`config.mk`:
```
export PLATFORM = sky130hd
export DESIGN_NAME = hid_six_key_report_tracker_core
export DESIGN_NICKNAME = d
export VERILOG_FILES = /design/src/hdl/hidsk_pkg.sv /design/src/hdl/hidsk_ctrl.sv /design/src/hdl/hidsk_dp.sv /design/src/hdl/hid_six_key_report_tracker_core.sv
export SDC_FILE = /design/constraint.sdc
export NUM_CORES = 1
export LEC_CHECK = 0
export ABC_AREA = 1
export BUFFER_PORTS_ARGS = -buffer_cell sky130_fd_sc_hd__buf_2
export CAP_MARGIN = 5
export CORE_MARGIN = 2
export CORE_UTILIZATION = 50
export CTS_CLUSTER_DIAMETER = 30
export CTS_CLUSTER_SIZE = 40
export DETAILED_ROUTE_END_ITERATION = 6
export PLACE_DENSITY_LB_ADDON = 0.3
export SLEW_MARGIN = 30
export SYNTH_ARGS = -nofsm -noshare
export SYNTH_HDL_FRONTEND = slang
export SYNTH_SLANG_ARGS = --single-unit
```
`constraint.sdc`:
```
create_clock -name i_clk -period 23.6 [get_ports i_clk]
set_input_delay 1.18 -clock i_clk [delete_from_list [all_inputs] [get_ports i_clk]]
set_output_delay 1.18 -clock i_clk [all_outputs]
set_load 0.1 [all_outputs]
```
`src/hdl/hidsk_pkg.sv`:
```
// Shared types and constants of the HID six-key report tracker.
`default_nettype none

package hidsk_pkg;

    // Event modes.
    localparam logic MODE_KEY    = 1'b0;
    localparam logic MODE_TOGGLE = 1'b1;

    // Key kinds; codes above KT_MEDIA are ignored.
    localparam logic [2:0] KT_NORMAL   = 3'd0;
    localparam logic [2:0] KT_MODIFIER = 3'd1;
    localparam logic [2:0] KT_SYSTEM   = 3'd2;
    localparam logic [2:0] KT_MEDIA    = 3'd3;

    // GUI modifier bits and their exact event codes.
    localparam logic [7:0] GUI_MASK       = 8'h88;
    localparam logic [9:0] GUI_LEFT_CODE  = 10'h008;
    localparam logic [9:0] GUI_RIGHT_CODE = 10'h080;

    // Report layout.
    localparam int OUT_SLOTS = 6;
    localparam int KEY_W     = 8;
    localparam int MOD_W     = 8;
    localparam int CODE_W    = 10;
    localparam int TYPE_W    = 3;

    // Commands from the controller to the datapath.
    typedef struct packed {
        logic load;        // latch the input beat, rewind the slot cursor
        logic simple;      // execute a non-slot event in one step
        logic set_send;    // load the send flag with send_val
        logic send_val;
        logic write_code;  // store the key code in the slot under the cursor
        logic idx_inc;     // advance the slot cursor
        logic shift;       // pull the next slot down and advance the cursor
        logic clear_last;  // empty the last slot
        logic out_load;    // copy the report into the output register
    } t_cmd;

    // Status from the datapath to the controller.
    typedef struct packed {
        logic normal_ev;   // latched event is a normal key event
        logic hit;         // slot under the cursor holds the key code
        logic empty;       // slot under the cursor is empty
        logic last;        // cursor sits on the last slot
        logic pressed;     // latched event is a press
        logic out_full;    // output register holds an untaken beat
    } t_status;

endpackage

`default_nettype wire

```
`src/hdl/hidsk_ctrl.sv`:
```
// Controller state machine of the HID six-key report tracker.
`default_nettype none

module hidsk_ctrl (
    input  wire                i_clk,
    input  wire                i_rst_n,
    input  wire                i_in_valid,
    output logic               o_in_ready,
    input  wire                i_out_ready,
    input  hidsk_pkg::t_status i_status,
    output hidsk_pkg::t_cmd    o_cmd
);
    import hidsk_pkg::*;

    typedef enum logic [2:0] {
        ST_IDLE,
        ST_DECODE,
        ST_SCAN,
        ST_SHIFT,
        ST_DONE
    } t_state;

    t_state r_state;
    t_state n_state;

    assign o_in_ready = (r_state == ST_IDLE);

    always_comb begin
        n_state = r_state;
        o_cmd   = '0;
        unique case (r_state)
            ST_IDLE: begin
                if (i_in_valid) begin
                    o_cmd.load = 1'b1;
                    n_state    = ST_DECODE;
                end
            end
            ST_DECODE: begin
                if (i_status.normal_ev) begin
                    n_state = ST_SCAN;
                end else begin
                    o_cmd.simple = 1'b1;
                    n_state      = ST_DONE;
                end
            end
            ST_SCAN: begin
                if (i_status.hit) begin
                    // A held key: a press changes nothing, a release compacts.
                    o_cmd.set_send = 1'b1;
                    o_cmd.send_val = !i_status.pressed;
                    n_state        = i_status.pressed ? ST_DONE : ST_SHIFT;
                end else if (i_status.empty) begin
                    o_cmd.set_send   = 1'b1;
                    o_cmd.send_val   = i_status.pressed;
                    o_cmd.write_code = i_status.pressed;
                    n_state          = ST_DONE;
                end else if (i_status.last) begin
                    // All slots full and no match.
                    o_cmd.set_send = 1'b1;
                    o_cmd.send_val = 1'b1;
                    n_state        = ST_DONE;
                end else begin
                    o_cmd.idx_inc = 1'b1;
                end
            end
            ST_SHIFT: begin
                if (i_status.last) begin
                    o_cmd.clear_last = 1'b1;
                    n_state          = ST_DONE;
                end else begin
                    o_cmd.shift = 1'b1;
                end
            end
            ST_DONE: begin
                if (!i_status.out_full || i_out_ready) begin
                    o_cmd.out_load = 1'b1;
                    n_state        = ST_IDLE;
                end
            end
            default: begin
                n_state = ST_IDLE;
            end
        endcase
    end

    always_ff @(posedge i_clk) begin
        if (!i_rst_n) begin
            r_state <= ST_IDLE;
        end else begin
            r_state <= n_state;
        end
    end

    // The output register is never overwritten while it still holds a beat.
    a_no_overwrite: assert property (@(posedge i_clk) disable iff (!i_rst_n)
        o_cmd.out_load |-> (!i_status.out_full || i_out_ready))
        else $error("report loaded over an untaken beat");

    // A release that hits a slot always goes on to compaction.
    a_release_shifts: assert property (@(posedge i_clk) disable iff (!i_rst_n)
        (r_state == ST_SCAN && i_status.hit && !i_status.pressed) |=> (r_state == ST_SHIFT))
        else $error("release hit did not enter compaction");

endmodule

`default_nettype wire

```
`src/hdl/hidsk_dp.sv`:
```
// Datapath of the HID six-key report tracker: slots, modifiers, media and output register.
`default_nettype none

module hidsk_dp #(
    parameter int SLOT_COUNT = 6
) (
    input  wire                                                   i_clk,
    input  wire                                                   i_rst_n,
    input  hidsk_pkg::t_cmd                                       i_cmd,
    output hidsk_pkg::t_status                                    o_status,
    input  wire                                                   i_in_mode,
    input  wire  [hidsk_pkg::TYPE_W-1:0]                          i_in_type,
    input  wire  [hidsk_pkg::CODE_W-1:0]                          i_in_code,
    input  wire                                                   i_in_pressed,
    input  wire                                                   i_out_ready,
    output logic                                                  o_out_valid,
    output logic [hidsk_pkg::MOD_W-1:0]                           o_out_mod,
    output logic [hidsk_pkg::OUT_SLOTS-1:0][hidsk_pkg::KEY_W-1:0] o_out_slots,
    output logic [hidsk_pkg::CODE_W-1:0]                          o_out_media,
    output logic                                                  o_out_send
);
    import hidsk_pkg::*;

    localparam int IDX_W = (SLOT_COUNT > 1) ? $clog2(SLOT_COUNT) : 1;
    localparam logic [IDX_W-1:0] LAST_IDX = IDX_W'(SLOT_COUNT - 1);

    // Latched event.
    logic              r_mode;
    logic [TYPE_W-1:0] r_type;
    logic [CODE_W-1:0] r_code;
    logic              r_pressed;

    // Report state.
    logic [KEY_W-1:0]  r_slot [SLOT_COUNT];
    logic [MOD_W-1:0]  r_mod;
    logic [CODE_W-1:0] r_media;
    logic              r_gui;
    logic              r_send;
    logic [IDX_W-1:0]  r_idx;
    logic              r_out_valid;

    logic [MOD_W-1:0]  n_mod;
    logic [CODE_W-1:0] n_media;
    logic              n_gui;
    logic              n_send;

    logic [SLOT_COUNT-1:0] hit_vec;
    logic [SLOT_COUNT-1:0] empty_vec;
    logic                  gui_code;
    logic                  mod_hit;

    always_comb begin
        for (int s = 0; s < SLOT_COUNT; s++) begin
            hit_vec[s]   = (r_slot[s] == r_code[KEY_W-1:0]);
            empty_vec[s] = (r_slot[s] == '0);
        end
    end

    assign o_status.normal_ev = (r_mode == MODE_KEY) && (r_type == KT_NORMAL);
    assign o_status.hit       = hit_vec[r_idx];
    assign o_status.empty     = empty_vec[r_idx];
    assign o_status.last      = (r_idx == LAST_IDX);
    assign o_status.pressed   = r_pressed;
    assign o_status.out_full  = r_out_valid;

    // Every event other than a normal key resolves in a single step.
    assign gui_code = (r_code == GUI_LEFT_CODE) || (r_code == GUI_RIGHT_CODE);
    assign mod_hit  = ((r_mod & r_code[MOD_W-1:0]) != '0);

    always_comb begin
        n_mod   = r_mod;
        n_media = r_media;
        n_gui   = r_gui;
        n_send  = 1'b0;
        if (r_mode == MODE_TOGGLE) begin
            if (r_gui) begin
                n_mod  = r_mod & ~GUI_MASK;
                n_send = ((r_mod & GUI_MASK) != '0);
            end
            n_gui = !r_gui;
        end else if (r_type == KT_MODIFIER && gui_code && !r_gui) begin
            n_send = 1'b0;
        end else begin
            case (r_type)
                KT_MODIFIER: begin
                    if (r_pressed) begin
                        if (!mod_hit) begin
                            n_mod  = r_mod | r_code[MOD_W-1:0];
                            n_send = 1'b1;
                        end
                    end else if (mod_hit) begin
                        n_mod  = r_mod & ~r_code[MOD_W-1:0];
                        n_send = 1'b1;
                    end
                end
                KT_SYSTEM: begin
                    n_send = 1'b1;
                end
                KT_MEDIA: begin
                    n_media = r_pressed ? r_code : '0;
                    n_send  = 1'b1;
                end
                default: begin
                    n_send = 1'b0;
                end
            endcase
        end
    end

    always_ff @(posedge i_clk) begin
        if (i_cmd.load) begin
            r_mode    <= i_in_mode;
            r_type    <= i_in_type;
            r_code    <= i_in_code;
            r_pressed <= i_in_pressed;
        end
        if (i_cmd.simple) begin
            r_send <= n_send;
        end else if (i_cmd.set_send) begin
            r_send <= i_cmd.send_val;
        end
    end

    always_ff @(posedge i_clk) begin
        if (!i_rst_n) begin
            r_mod       <= '0;
            r_media     <= '0;
            r_gui       <= 1'b1;
            r_idx       <= '0;
            r_out_valid <= 1'b0;
        end else begin
            if (i_cmd.simple) begin
                r_mod   <= n_mod;
                r_media <= n_media;
                r_gui   <= n_gui;
            end
            if (i_cmd.load) begin
                r_idx <= '0;
            end else if (i_cmd.idx_inc || i_cmd.shift) begin
                r_idx <= r_idx + IDX_W'(1);
            end
            if (i_cmd.out_load) begin
                r_out_valid <= 1'b1;
            end else if (i_out_ready) begin
                r_out_valid <= 1'b0;
            end
        end
    end

    // One cell per slot; each cell sees only its upper neighbor.
    for (genvar g = 0; g < SLOT_COUNT; g++) begin : g_slot
        always_ff @(posedge i_clk) begin
            if (!i_rst_n) begin
                r_slot[g] <= '0;
            end else if (i_cmd.write_code && r_idx == IDX_W'(g)) begin
                r_slot[g] <= r_code[KEY_W-1:0];
            end else if (i_cmd.clear_last && g == SLOT_COUNT - 1) begin
                r_slot[g] <= '0;
            end else if (i_cmd.shift && r_idx == IDX_W'(g) && !empty_vec[g]) begin
                if (g < SLOT_COUNT - 1) begin
                    r_slot[g] <= r_slot[(g < SLOT_COUNT - 1) ? g + 1 : g];
                end
            end
        end
    end

    always_ff @(posedge i_clk) begin
        if (i_cmd.out_load) begin
            o_out_mod   <= r_mod;
            o_out_media <= r_media;
            o_out_send  <= r_send;
            for (int s = 0; s < OUT_SLOTS; s++) begin
                o_out_slots[s] <= (s < SLOT_COUNT) ? r_slot[(s < SLOT_COUNT) ? s : 0] : '0;
            end
        end
    end

    assign o_out_valid = r_out_valid;

    // Compaction never runs past the last slot.
    a_shift_in_range: assert property (@(posedge i_clk) disable iff (!i_rst_n)
        i_cmd.shift |-> (r_idx != LAST_IDX))
        else $error("slot shift issued at the last slot");

    // A new key only lands in an empty slot that did not match it.
    a_write_empty: assert property (@(posedge i_clk) disable iff (!i_rst_n)
        i_cmd.write_code |-> (empty_vec[r_idx] && !hit_vec[r_idx]))
        else $error("key code written over a held slot");

    // A loaded report is offered in the next cycle.
    a_load_valid: assert property (@(posedge i_clk) disable iff (!i_rst_n)
        i_cmd.out_load |=> r_out_valid)
        else $error("loaded report not offered");

endmodule

`default_nettype wire

```
`src/hdl/hid_six_key_report_tracker_core.sv`:
```
// Top level of the HID six-key report tracker: controller, datapath and stream ports.
//
//  Channel  Dir  Beat contents (lowest bits first)
//  s_axis   in   tdata: usage code, pressed; tuser: mode, key kind
//  m_axis   out  tdata: modifier_bits, slot_one..slot_six, media_code; tuser: send_report
//
// Sequence: an event is taken in the idle state, decoded in the next cycle and written
// to the output register in the done state. Toggle, modifier, system, media and unknown
// events pass only through the idle, decode and done states. A normal key walks the
// slots one per cycle until it meets its code, an empty slot or the end; a release that
// finds its key then compacts from there to the last slot one per cycle. The slot cursor
// steers both the scan and the compaction.
// Reset: synchronous and active low; slots, modifiers and media clear, GUI keys are enabled.
// Stalls: a new event is taken while the previous report waits in the output register;
// an event only waits in its last cycle if that register is still occupied.
`default_nettype none

module hid_six_key_report_tracker_core #(
    parameter int SLOT_COUNT = 6
) (
    input  wire         i_clk,
    input  wire         i_rst_n,
    input  wire         s_axis_tvalid,
    output logic        s_axis_tready,
    input  wire  [15:0] s_axis_tdata,   // usage [9:0], pressed [10], zero [15:11]
    input  wire  [3:0]  s_axis_tuser,   // mode [0], kind [3:1]
    output logic        m_axis_tvalid,
    input  wire         m_axis_tready,
    output logic [71:0] m_axis_tdata,   // modifier_bits [7:0], slot_one..slot_six [55:8],
                                        // media_usage [65:56], zero [71:66]
    output logic [0:0]  m_axis_tuser    // send_report [0]
);
    import hidsk_pkg::*;

    t_cmd    cmd;
    t_status status;

    logic [MOD_W-1:0]                out_mod;
    logic [OUT_SLOTS-1:0][KEY_W-1:0] out_slots;
    logic [CODE_W-1:0]               out_media;
    logic                            out_send;

    // The controller sequences each event; the datapath holds the report.
    hidsk_ctrl u_ctrl (
        .i_clk       (i_clk),
        .i_rst_n     (i_rst_n),
        .i_in_valid  (s_axis_tvalid),
        .o_in_ready  (s_axis_tready),
        .i_out_ready (m_axis_tready),
        .i_status    (status),
        .o_cmd       (cmd)
    );

    hidsk_dp #(
        .SLOT_COUNT (SLOT_COUNT)
    ) u_dp (
        .i_clk        (i_clk),
        .i_rst_n      (i_rst_n),
        .i_cmd        (cmd),
        .o_status     (status),
        .i_in_mode    (s_axis_tuser[0]),
        .i_in_type    (s_axis_tuser[3:1]),
        .i_in_code    (s_axis_tdata[9:0]),
        .i_in_pressed (s_axis_tdata[10]),
        .i_out_ready  (m_axis_tready),
        .o_out_valid  (m_axis_tvalid),
        .o_out_mod    (out_mod),
        .o_out_slots  (out_slots),
        .o_out_media  (out_media),
        .o_out_send   (out_send)
    );

    // The packed slot array already lies with slot one in the lowest byte.
    assign m_axis_tdata = {6'b0, out_media, out_slots, out_mod};
    assign m_axis_tuser = out_send;

endmodule

`default_nettype wire
```
# Word-level counts from Yosys, hierarchy flattened
# Memory sizes are Yosys's and may differ from the RTL's.
# Index checks and enable logic that the tools add are counted.
# totals
mem_count	1
output_inout_bits	75
inputBits	24
ramBits	48
reg_bits	109
word_cells	224
# classes
order_cmp	1
bitwise	19
eq_ne	26
reduce_logical	53
mux	102
addsub	1
# mem_list
name	depth	word_bits	rd	rd_ports_with_merged_regs	write_ports	line_no	rtl
u_dp.r_slot	6	8	6	0	6	hidsk_dp.sv:34	logic [KEY_W-1:0] r_slot [SLOT_COUNT];
# ops
operator	n
$mux 8	19
$mux 1	65
$eq 8x8->1	6
$logic_not 8->1	6
$mux 3	7
$logic_and 1x1->1	19
$eq 3x2->1 const B	6
$and 8x8->8	2
$reduce_bool 8->1	2
$pmux 3 s5	1
$or 1x1->1	12
$reduce_and 6->1	2
$eq 10x4->1 const B	1
$eq 10x8->1 const B	1
$mux 10	1
$mux 2	5
$eq 3x1->1 const B	3
$eq 3x3->1 const B	3
$logic_not 3->1	3
$logic_not 1->1	8
$not 8->8	1
$or 8x8->8	1
$reduce_bool 2->1	4
$bmux 1 s3	2
other kinds (13)	22

# Logic depth before layout (Yosys ltp)
# Gate-level depths: netlist of run 1.
# An unclocked memory read counts as a cell.
# depth
depth_word	13
mapped_depth	16
depth_no_buf	15

# Hierarchy
# Synthesis of run 1 repeated with hierarchy kept, for this count alone.
# hier_totals
hier_cells	709
area_unflattened_um2	7255.7
# modules_own_cells
module	cells_each	instances	area_per_inst_um2	seq_area_each_um2
hidsk_dp	645	1	6864.1	4394.2
hidsk_ctrl	57	1	342.8	60.1
hid_six_key_report_tracker_core	7	1	48.8	0.0

# Worst setup path after synthesis of run 1
# Ideal clock, no wire load.
# synth_timing
path_type	input to register
from	in m_axis_tready
to	reg u_dp.o_out_media[0] (netlist name) (enable)
setup_time_ps	657
t_required_ps	22943
arrival_ps	7571
slack_ps	15371
cell_stages	2
n_path_buf	0
cell_sequence	nor2_1 -> nor4_1
# synth_rtl
item	line_no	rtl
start: declaration	hid_six_key_report_tracker_core.sv:28	input wire m_axis_tready,
end signal: assignment	hidsk_dp.sv:170	o_out_media <= r_media;
end: declaration	hidsk_dp.sv:19	output logic [hidsk_pkg::CODE_W-1:0] o_out_media,

# Worst setup path after layout of run 1
# layout_timing
from	reg u_dp.r_code[2]
to	reg u_dp.r_mod[1]
# layout_via
elab_chain_cells	6
elab_cells_between_ends	11
classes_between	eq/ne: 3; bitwise: 2; reduce/logical: 6
# layout_rtl
item	line_no	rtl
start: declaration	hidsk_dp.sv:30	logic [CODE_W-1:0] r_code;
start signal: assignment	hidsk_dp.sv:114	r_code <= i_in_code;
$eq 10x4->1 / $eq 10x8->1 (equally long branches)	hidsk_dp.sv:67	assign gui_code = (r_code == GUI_LEFT_CODE) || (r_code == GUI_RIGHT_CODE);
$logic_or 1x1->1	hidsk_dp.sv:67	
$logic_and 1x1->1 (2 in series)	hidsk_dp.sv:81	end else if (r_type == KT_MODIFIER && gui_code && !r_gui) begin
$not 1->1 (no source line)	--	
$reduce_and 6->1 (no source line) *	--	
end signal: assignment	hidsk_dp.sv:133	r_mod <= n_mod;
end: declaration	hidsk_dp.sv:35	logic [MOD_W-1:0] r_mod;
# Every way passes the cells marked *; elsewhere a longest branch is shown, timed or not.
# A chain may end at the register's enable or synchronous reset.

==> results of run 1 <==
[logic make-up after synthesis]
group | Yosys count | share of synthesized area
AND/OR/NAND/NOR | 340 | 0.208
flip-flops | 157 | 0.610
buffers and inverters | 111 | 0.0695
AO/OA/AOI/OAI | 107 | 0.0853
XOR/XNOR | 13 | 0.0156
adder cells (fa/ha/maj) | 7 | 0.0120
other | 1 | 0.000513
[cells in the mapped netlist, types with 2 or more instances]
cell type | instances | area, um2
a21oi_1 | 16 | 80.1
nor2_1 | 79 | 297
buf_6 | 5 | 56.3
dfxtp_1 | 26 | 521
clkbuf_1 | 5 | 18.8
ha_1 | 7 | 87.6
nor3_1 | 14 | 70.1
nand3_1 | 27 | 135
nand3_2 | 2 | 20.0
buf_4 | 10 | 75.1
inv_2 | 7 | 26.3
or2_1 | 5 | 31.3
buf_2 | 9 | 45.0
edfxtp_1 | 131 | 3930
o211ai_1 | 5 | 37.5
a211oi_1 | 2 | 15.0
inv_4 | 2 | 12.5
xor2_1 | 12 | 105
nand4_1 | 25 | 156
o21ai_2 | 8 | 70.1
nand3_4 | 3 | 52.6
or2_2 | 2 | 12.5
o22ai_1 | 5 | 31.3
nor2_2 | 4 | 25.0
inv_1 | 72 | 270
a31oi_1 | 6 | 37.5
nor4_1 | 4 | 25.0
a21boi_1 | 7 | 52.6
o21ai_0 | 56 | 280
nand2_1 | 169 | 634
nand2_2 | 2 | 12.5
[path summary, 6_finish.rpt]
| kind | startpoint | end | cells past startpoint |
|---|---|---|---|
| setup / recovery | u_dp.r_code[2] | u_dp.r_mod[1] | 13 |
| hold / removal | u_dp.r_media[7] | u_dp.o_out_media[7] | 0 |
| setup reg to reg | u_dp.r_code[2] | u_dp.r_mod[1] | 13 |
| hold reg to reg | u_dp.r_media[7] | u_dp.o_out_media[7] | 0 |
[critical path, stage by stage, from the launching register on]
cell      delay [ns]
edfxtp_1        0.71
inv_1           0.51
o22ai_1         0.13
nor4_1          0.42
inv_1           0.09
ha_1            0.21
nor3_1          0.16
nand2_1         0.07
o22ai_1         0.16
inv_1           0.06
nor2_1          0.60
nor2_1          0.08
a31oi_1         0.18
nor2_1          0.06
[where the power goes]
group	leakage, nW	internal (mW)	switching (mW)
Clock	0.306	0.166	0.112
Combinational	1.60	0.0141	0.0683
Sequential	1.48	0.313	0.0136
Total	3.39	0.493	0.194
[cell type report]
| type | count | area share |
|---|---|---|
| multi-input combinational | 473 | 0.281 |
| sequential | 157 | 0.528 |
| inverter | 82 | 0.0371 |
| clock buffer | 24 | 0.0658 |
| tap | 184 | 0.0273 |
| clock inverter | 8 | 0.00756 |
| timing repair buffer | 89 | 0.0534 |
[through the flow]
step,hold WS [ns],setup WS (ns),cells
finish,0.427,19.99,1017
global route,0.440,19.74,1017
CTS,0.427,20.05,1017
detailed placement,0.410,20.08,985
global placement,0.410,20.16,985
floorplan,0.400,15.37,741
[layer usage]
layer / global-route usage / share of wire / wire, um / vias up
met5: 0 / 0 / 0 / -
met4: 0.118 / 0.040 / 682 / 0
met3: 0.0571 / 0.085 / 1470 / 54
met2: 0.359 / 0.46 / 7970 / 283
met1: 0.288 / 0.41 / 7070 / 2668
li1: - / - / - / 2672
[sequential cells by signal, indices dropped and copies added (netlist names), 8 cells and up]
| register | cells |
|---|---|
| u_dp.o_out_media | 10 |
| u_dp.o_out_mod | 8 |
| u_dp.o_out_slots | 48 |
| u_dp.r_code | 10 |
| u_dp.r_media | 10 |
| u_dp.r_mod | 8 |
| u_dp.r_slot | 48 |
==> reports/results.ini, run 1 <==
[synthesis]
async_reset_ff_frac=0
seq_area_frac_synth=0.610
yosysUniqueCellTypes=40
synth_ff_type=edfxtp_1
synth_cells=736
synth-edff-count=131
ys_ff_latch=157
yosysWarnings=0
syn_area_mm2=0.00731
syn_avg_cell_area_um2=9.93

[sta]
fin_crit_ns=3.61
fin_skew_ns=0.00625
fin_tns_setup_ns=0
fin_crit_sh=0.153
maxSlewHeadroom=0.466
drv_slew=0
worstMarginPinSlew_ns=0.797
fmax_mhz=277
hold_viol_final=0
setup_viol=0
rsz0062_at_grt=no

[job]
maxCapViolations=0

[placement]
dp_hpwl_mm=11.7
postPlaceCellArea_mm2=0.00782
gp_congestion=0.948
portBuffers=87

[finish]
finish.utilization=0.585
stdcell_area_mm2=0.00844
seqCellArea_mm2=0.00445
mostFrequentLayoutCells=169 x nand2_1, 131 x edfxtp_1, 87 x buf_2
drive_gt1_frac=0.188
area_delta_synth_final_pct=15.5
layout_commonest_cell=nand2_1
fillCellCount=1221
n_antenna_cell=0
multi_input_area_mm2=0.00237
finalNetCount=851

[routing]
drt-total-wl_mm=17.2
dr.pass1.iters=6
drt_iter0_drc=606
wl_per_cell_um=16.9
ant_nets=0
vias=5677
via_per_inst=5.58
drcViolationCount=0

[critical_path]
worstPathArrival_ns=3.90
critPathLaunchType=flop
path_max_fanout=14
regToRegSetupSlack_ns=19.99
worstPathRequired_ns=23.90
worstSetupPathType=flop to flop
crit_path_end_kind=flop

[clock_network]
clkTransAtPathRegs_ns=0.06
root_buffer=clkbuf_16
insertion_delay_ns=0.43
h-tree-depth=4
cts_hold_buf=0
cts_tree=built
cts.sinks=157
clockBufferDepth=2
cts_post_setup_buffers_inserted=0
cts_made_buffers=17
cts_resized=0

[floorplanning]
row_count=44
fp.dieW_um=125
start_util=0.507
die_h_um=125
dieArea_mm2=0.0156
core_area_mm2=0.0144
ioPinCount=99

[min_path]
worst_hold_path_type=flop to flop

[global_route]
grt_use_total=0.226
grt_max_degree=36
antenna_found_initial=0
grt_overflow=0
grt_pass1_wl_mm=27.6
grt_pass1_vias=5402

[pwr]
leakage_nw=3.39
total_power_mw=0.687
peakVddDrop_uv=44.6
power.density_mw_per_mm2=81.4

[run_status]
status=finished clean

Power figures use the tool's default switching activity.
==> run 2, diff against run 1 <==
Settings changed: ABC_AREA 1 to 0.
Clock period 23.6 ns to 3.05 ns, I/O delays scaled along.
==> reports/results.ini, run 2 <==
[finish]
mostFrequentLayoutCells=131 x edfxtp_1, 87 x buf_2, 78 x nand2_1
area_delta_synth_final_pct=21.5
finalNetCount=722  ; -15%
seqCellArea_mm2=0.00445  ; unchanged
multi_input_area_mm2=0.00234  ; -1.2%
finish.utilization=0.618  ; +0.0333
fillCellCount=1089  ; -11%
n_antenna_cell=0  ; unchanged
drive_gt1_frac=0.249  ; +0.0601
reg_top3=u_dp.o_out_slots: 48 flops, u_dp.r_slot: 48 flops
layout_commonest_cell=edfxtp_1

[critical_path]
critPathLaunchType=flop
r2r_cells=9  ; -4
r2r_start=u_dp.r_code[3]
crit_path_end_kind=flop
startpoint=u_dp.r_code[3]
path_max_fanout=20  ; +6
worstSetupPathType=flop to flop
regToRegSetupSlack_ns=0.16  ; -19.84 ns
worstPathRequired_ns=3.25  ; -20.65 ns
worstPathArrival_ns=3.10  ; -0.80 ns
r2r-end=u_dp.r_slot[1][7]
setup.worst_path.end=u_dp.r_slot[1][7]

[clock_network]
cts_tree=built
h-tree-depth=4  ; unchanged
cts_made_buffers=17  ; unchanged
clockBufferDepth=2  ; unchanged
clkTransAtPathRegs_ns=0.06  ; about the same
cts.sinks=157  ; unchanged
insertion_delay_ns=0.43  ; about the same
root_buffer=clkbuf_16

[routing]
drcViolationCount=0  ; unchanged
wl_per_cell_um=19.6  ; +16%
drt_iter0_drc=444  ; -27%
drt-total-wl_mm=17.4  ; +0.95%
dr.pass1.iters=6  ; unchanged
vias=5185  ; -8.7%
ant_nets=0  ; unchanged
via_per_inst=5.87  ; +5.1%

[synthesis]
ys_ff_latch=157  ; unchanged
post-synth-top-count-cell=edfxtp_1
synth-edff-count=131  ; unchanged
async_reset_ff_frac=0  ; unchanged
synth_ff_type=edfxtp_1
yosysWarnings=0  ; unchanged
netlist.area_leader.share=0.559  ; +0.0206
syn_avg_cell_area_um2=12.5  ; +26%
yosysUniqueCellTypes=58  ; +45%
synth.area.top_cells=edfxtp_1 56%, dfxtp_1 7.4%, xor2_1 4.7%
synth_top_cell_by_area=edfxtp_1
syn_area_mm2=0.00704  ; -3.7%
yosys-top-cells-count=131 x edfxtp_1, 78 x nand2_1, 38 x xor2_1, 32 x o31ai_1, 26 x dfxtp_1
seq_area_frac_synth=0.633  ; +0.0233
synth_cells=564  ; -23%

[sta]
hold_viol_final=0  ; unchanged
fin_crit_ns=2.89  ; -0.713 ns
fmax_mhz=346  ; +25%
fin_crit_sh=0.948  ; +0.795
drv_slew=0  ; unchanged
fin_skew_ns=0.00697  ; +0.000726 ns
fin_tns_setup_ns=0  ; unchanged
fin_ws_ns=0.158  ; -19.84 ns
worstMarginPinSlew_ns=0.864  ; +0.0669 ns
setup_viol=0  ; unchanged
maxSlewHeadroom=0.423  ; -0.0434
rsz0062_at_grt=no

[global_route]
grt_pass1_wl_mm=26.3  ; -4.6%
grt_max_degree=36  ; unchanged
grtUsageMet3=0.0562  ; -0.000904
grt_use_met1=0.322  ; +0.0338
grt_use_met2=0.367  ; +0.00764
antenna_found_initial=0  ; unchanged
top_usage_layer=met2
grt_use_total=0.238  ; +0.0112
grt_pass1_vias=4814  ; -11%
grt_overflow=0  ; unchanged

[pwr]
p_int_mw=3.84  ; +680%
p_sw_mw=1.32  ; +580%
power_frac_clock=0.423  ; +0.018
power.density_mw_per_mm2=603  ; +640%
leakage_nw=3.09  ; -8.8%
sw_frac_of_total=0.255  ; -0.0271
power.share.sequential=0.480  ; +0.005
comb_power_share=0.097  ; -0.023
peakVddDrop_uv=433  ; +870%

[floorplanning]
die_h_um=123  ; -1.8%
core_area_mm2=0.0138  ; -4.1%
dieArea_mm2=0.0150  ; -3.6%
row_count=43  ; -2.3%
start_util=0.509  ; +0.00241
ioPinCount=99  ; unchanged
fp.dieW_um=123  ; -1.8%

[job]
maxCapViolations=0  ; unchanged

[placement]
portBuffers=87  ; unchanged
gp_congestion=0.949  ; about the same
pre_cts_ws_ns=0.258  ; -19.82 ns
dp_hpwl_mm=11.8  ; +1.3%

[min_path]
worst_hold_path_type=input pin to flop

[run_status]
status=finished clean

run 2: cell count changes after synthesis, sizes merged, moves of 10 or more:
cell,change
nand2,-93
inv,-73
nor2,-61
o21ai,-45
o31ai,+33
xor2,+26
nand4,-15
a22oi,+14
nand3,-14
nor4,+14
xnor2,+10
run 2: per-stage QoR:
stage               hold WS, ns  instances  power (mW)  instance area, um2
floorplan                 0.251        569        2.87                7060
global placement          0.329        832        2.98                7740
detailed placement        0.331        832        2.99                7740
CTS                      0.0518        879        5.16                8510
global route             0.0920        884        5.30                8550
finish                   0.0667        884        5.15                8550
run 2: per-layer routing:
layer  up-vias  part of all wire
met2       280              0.46
li1       2370                 -
met3        48             0.087
met1      2487              0.42
met4         0             0.034
met5         -                 0
run 2: layout make-up:
| cell class | count | share of cell area |
|---|---|---|
| Sequential cell | 157 | 0.521 |
| Multi-Input combinational cell | 367 | 0.274 |
| Timing Repair Buffer | 138 | 0.102 |
| Clock buffer | 20 | 0.0572 |
| Tap cell | 180 | 0.0263 |
| Clock inverter | 12 | 0.0155 |
| Inverter | 10 | 0.00439 |
run 2: logic make-up after synthesis:
logic type      synth area share
compound gates             0.119
flops                      0.633
fa+ha+maj                 0.0124
xor+xnor                  0.0620
simple gates               0.132
mux                      0.00302
buf+inv                   0.0377
other cells             0.000533
run 2: worst min path at each step:
| stage | from | end | slack (ns) | cells after the start |
|---|---|---|---|---|
| after detailed placement | s_axis_tdata[8] | u_dp.r_code[8] | 0.33 | 1 |
| after global placement | s_axis_tdata[9] | u_dp.r_code[9] | 0.33 | 1 |
| after global routing | m_axis_tready | u_dp.o_out_valid | 0.09 | 3 |
| after floorplan | s_axis_tdata[0] | u_dp.r_code[0] | 0.25 | 0 |
| final | s_axis_tvalid | u_ctrl.r_state[0] | 0.07 | 3 |
| after CTS | m_axis_tready | u_dp.o_out_valid | 0.05 | 3 |
run 2: power by group through the flow:
stage / Combinational [mW] / Clock, mW / Sequential [mW]
detailed placement: 0.473 / 0 / 2.52
finish: 0.499 / 2.18 / 2.48
floorplan: 0.217 / 0 / 2.65
global placement: 0.465 / 0 / 2.52
global route: 0.523 / 2.30 / 2.48
CTS: 0.490 / 2.20 / 2.47
run 2: what timing repair did:
action | CTS | global route
resized for setup | 0 | 0
buffers inserted | 0 | 5
hold buffers | 15 | 0
hold endpoints to repair | 15 | 0
endpoints found under the setup margin | 0 | 1
run 2: critical path: stages, from the launching register on:
cell	delay, ns
edfxtp_1	0.74
buf_4	0.23
xor2_1	0.15
nor4_1	0.07
nand4_1	0.14
o41ai_4	0.15
nor2_4	0.18
nand4_4	0.31
buf_4	0.31
o31ai_1	0.38
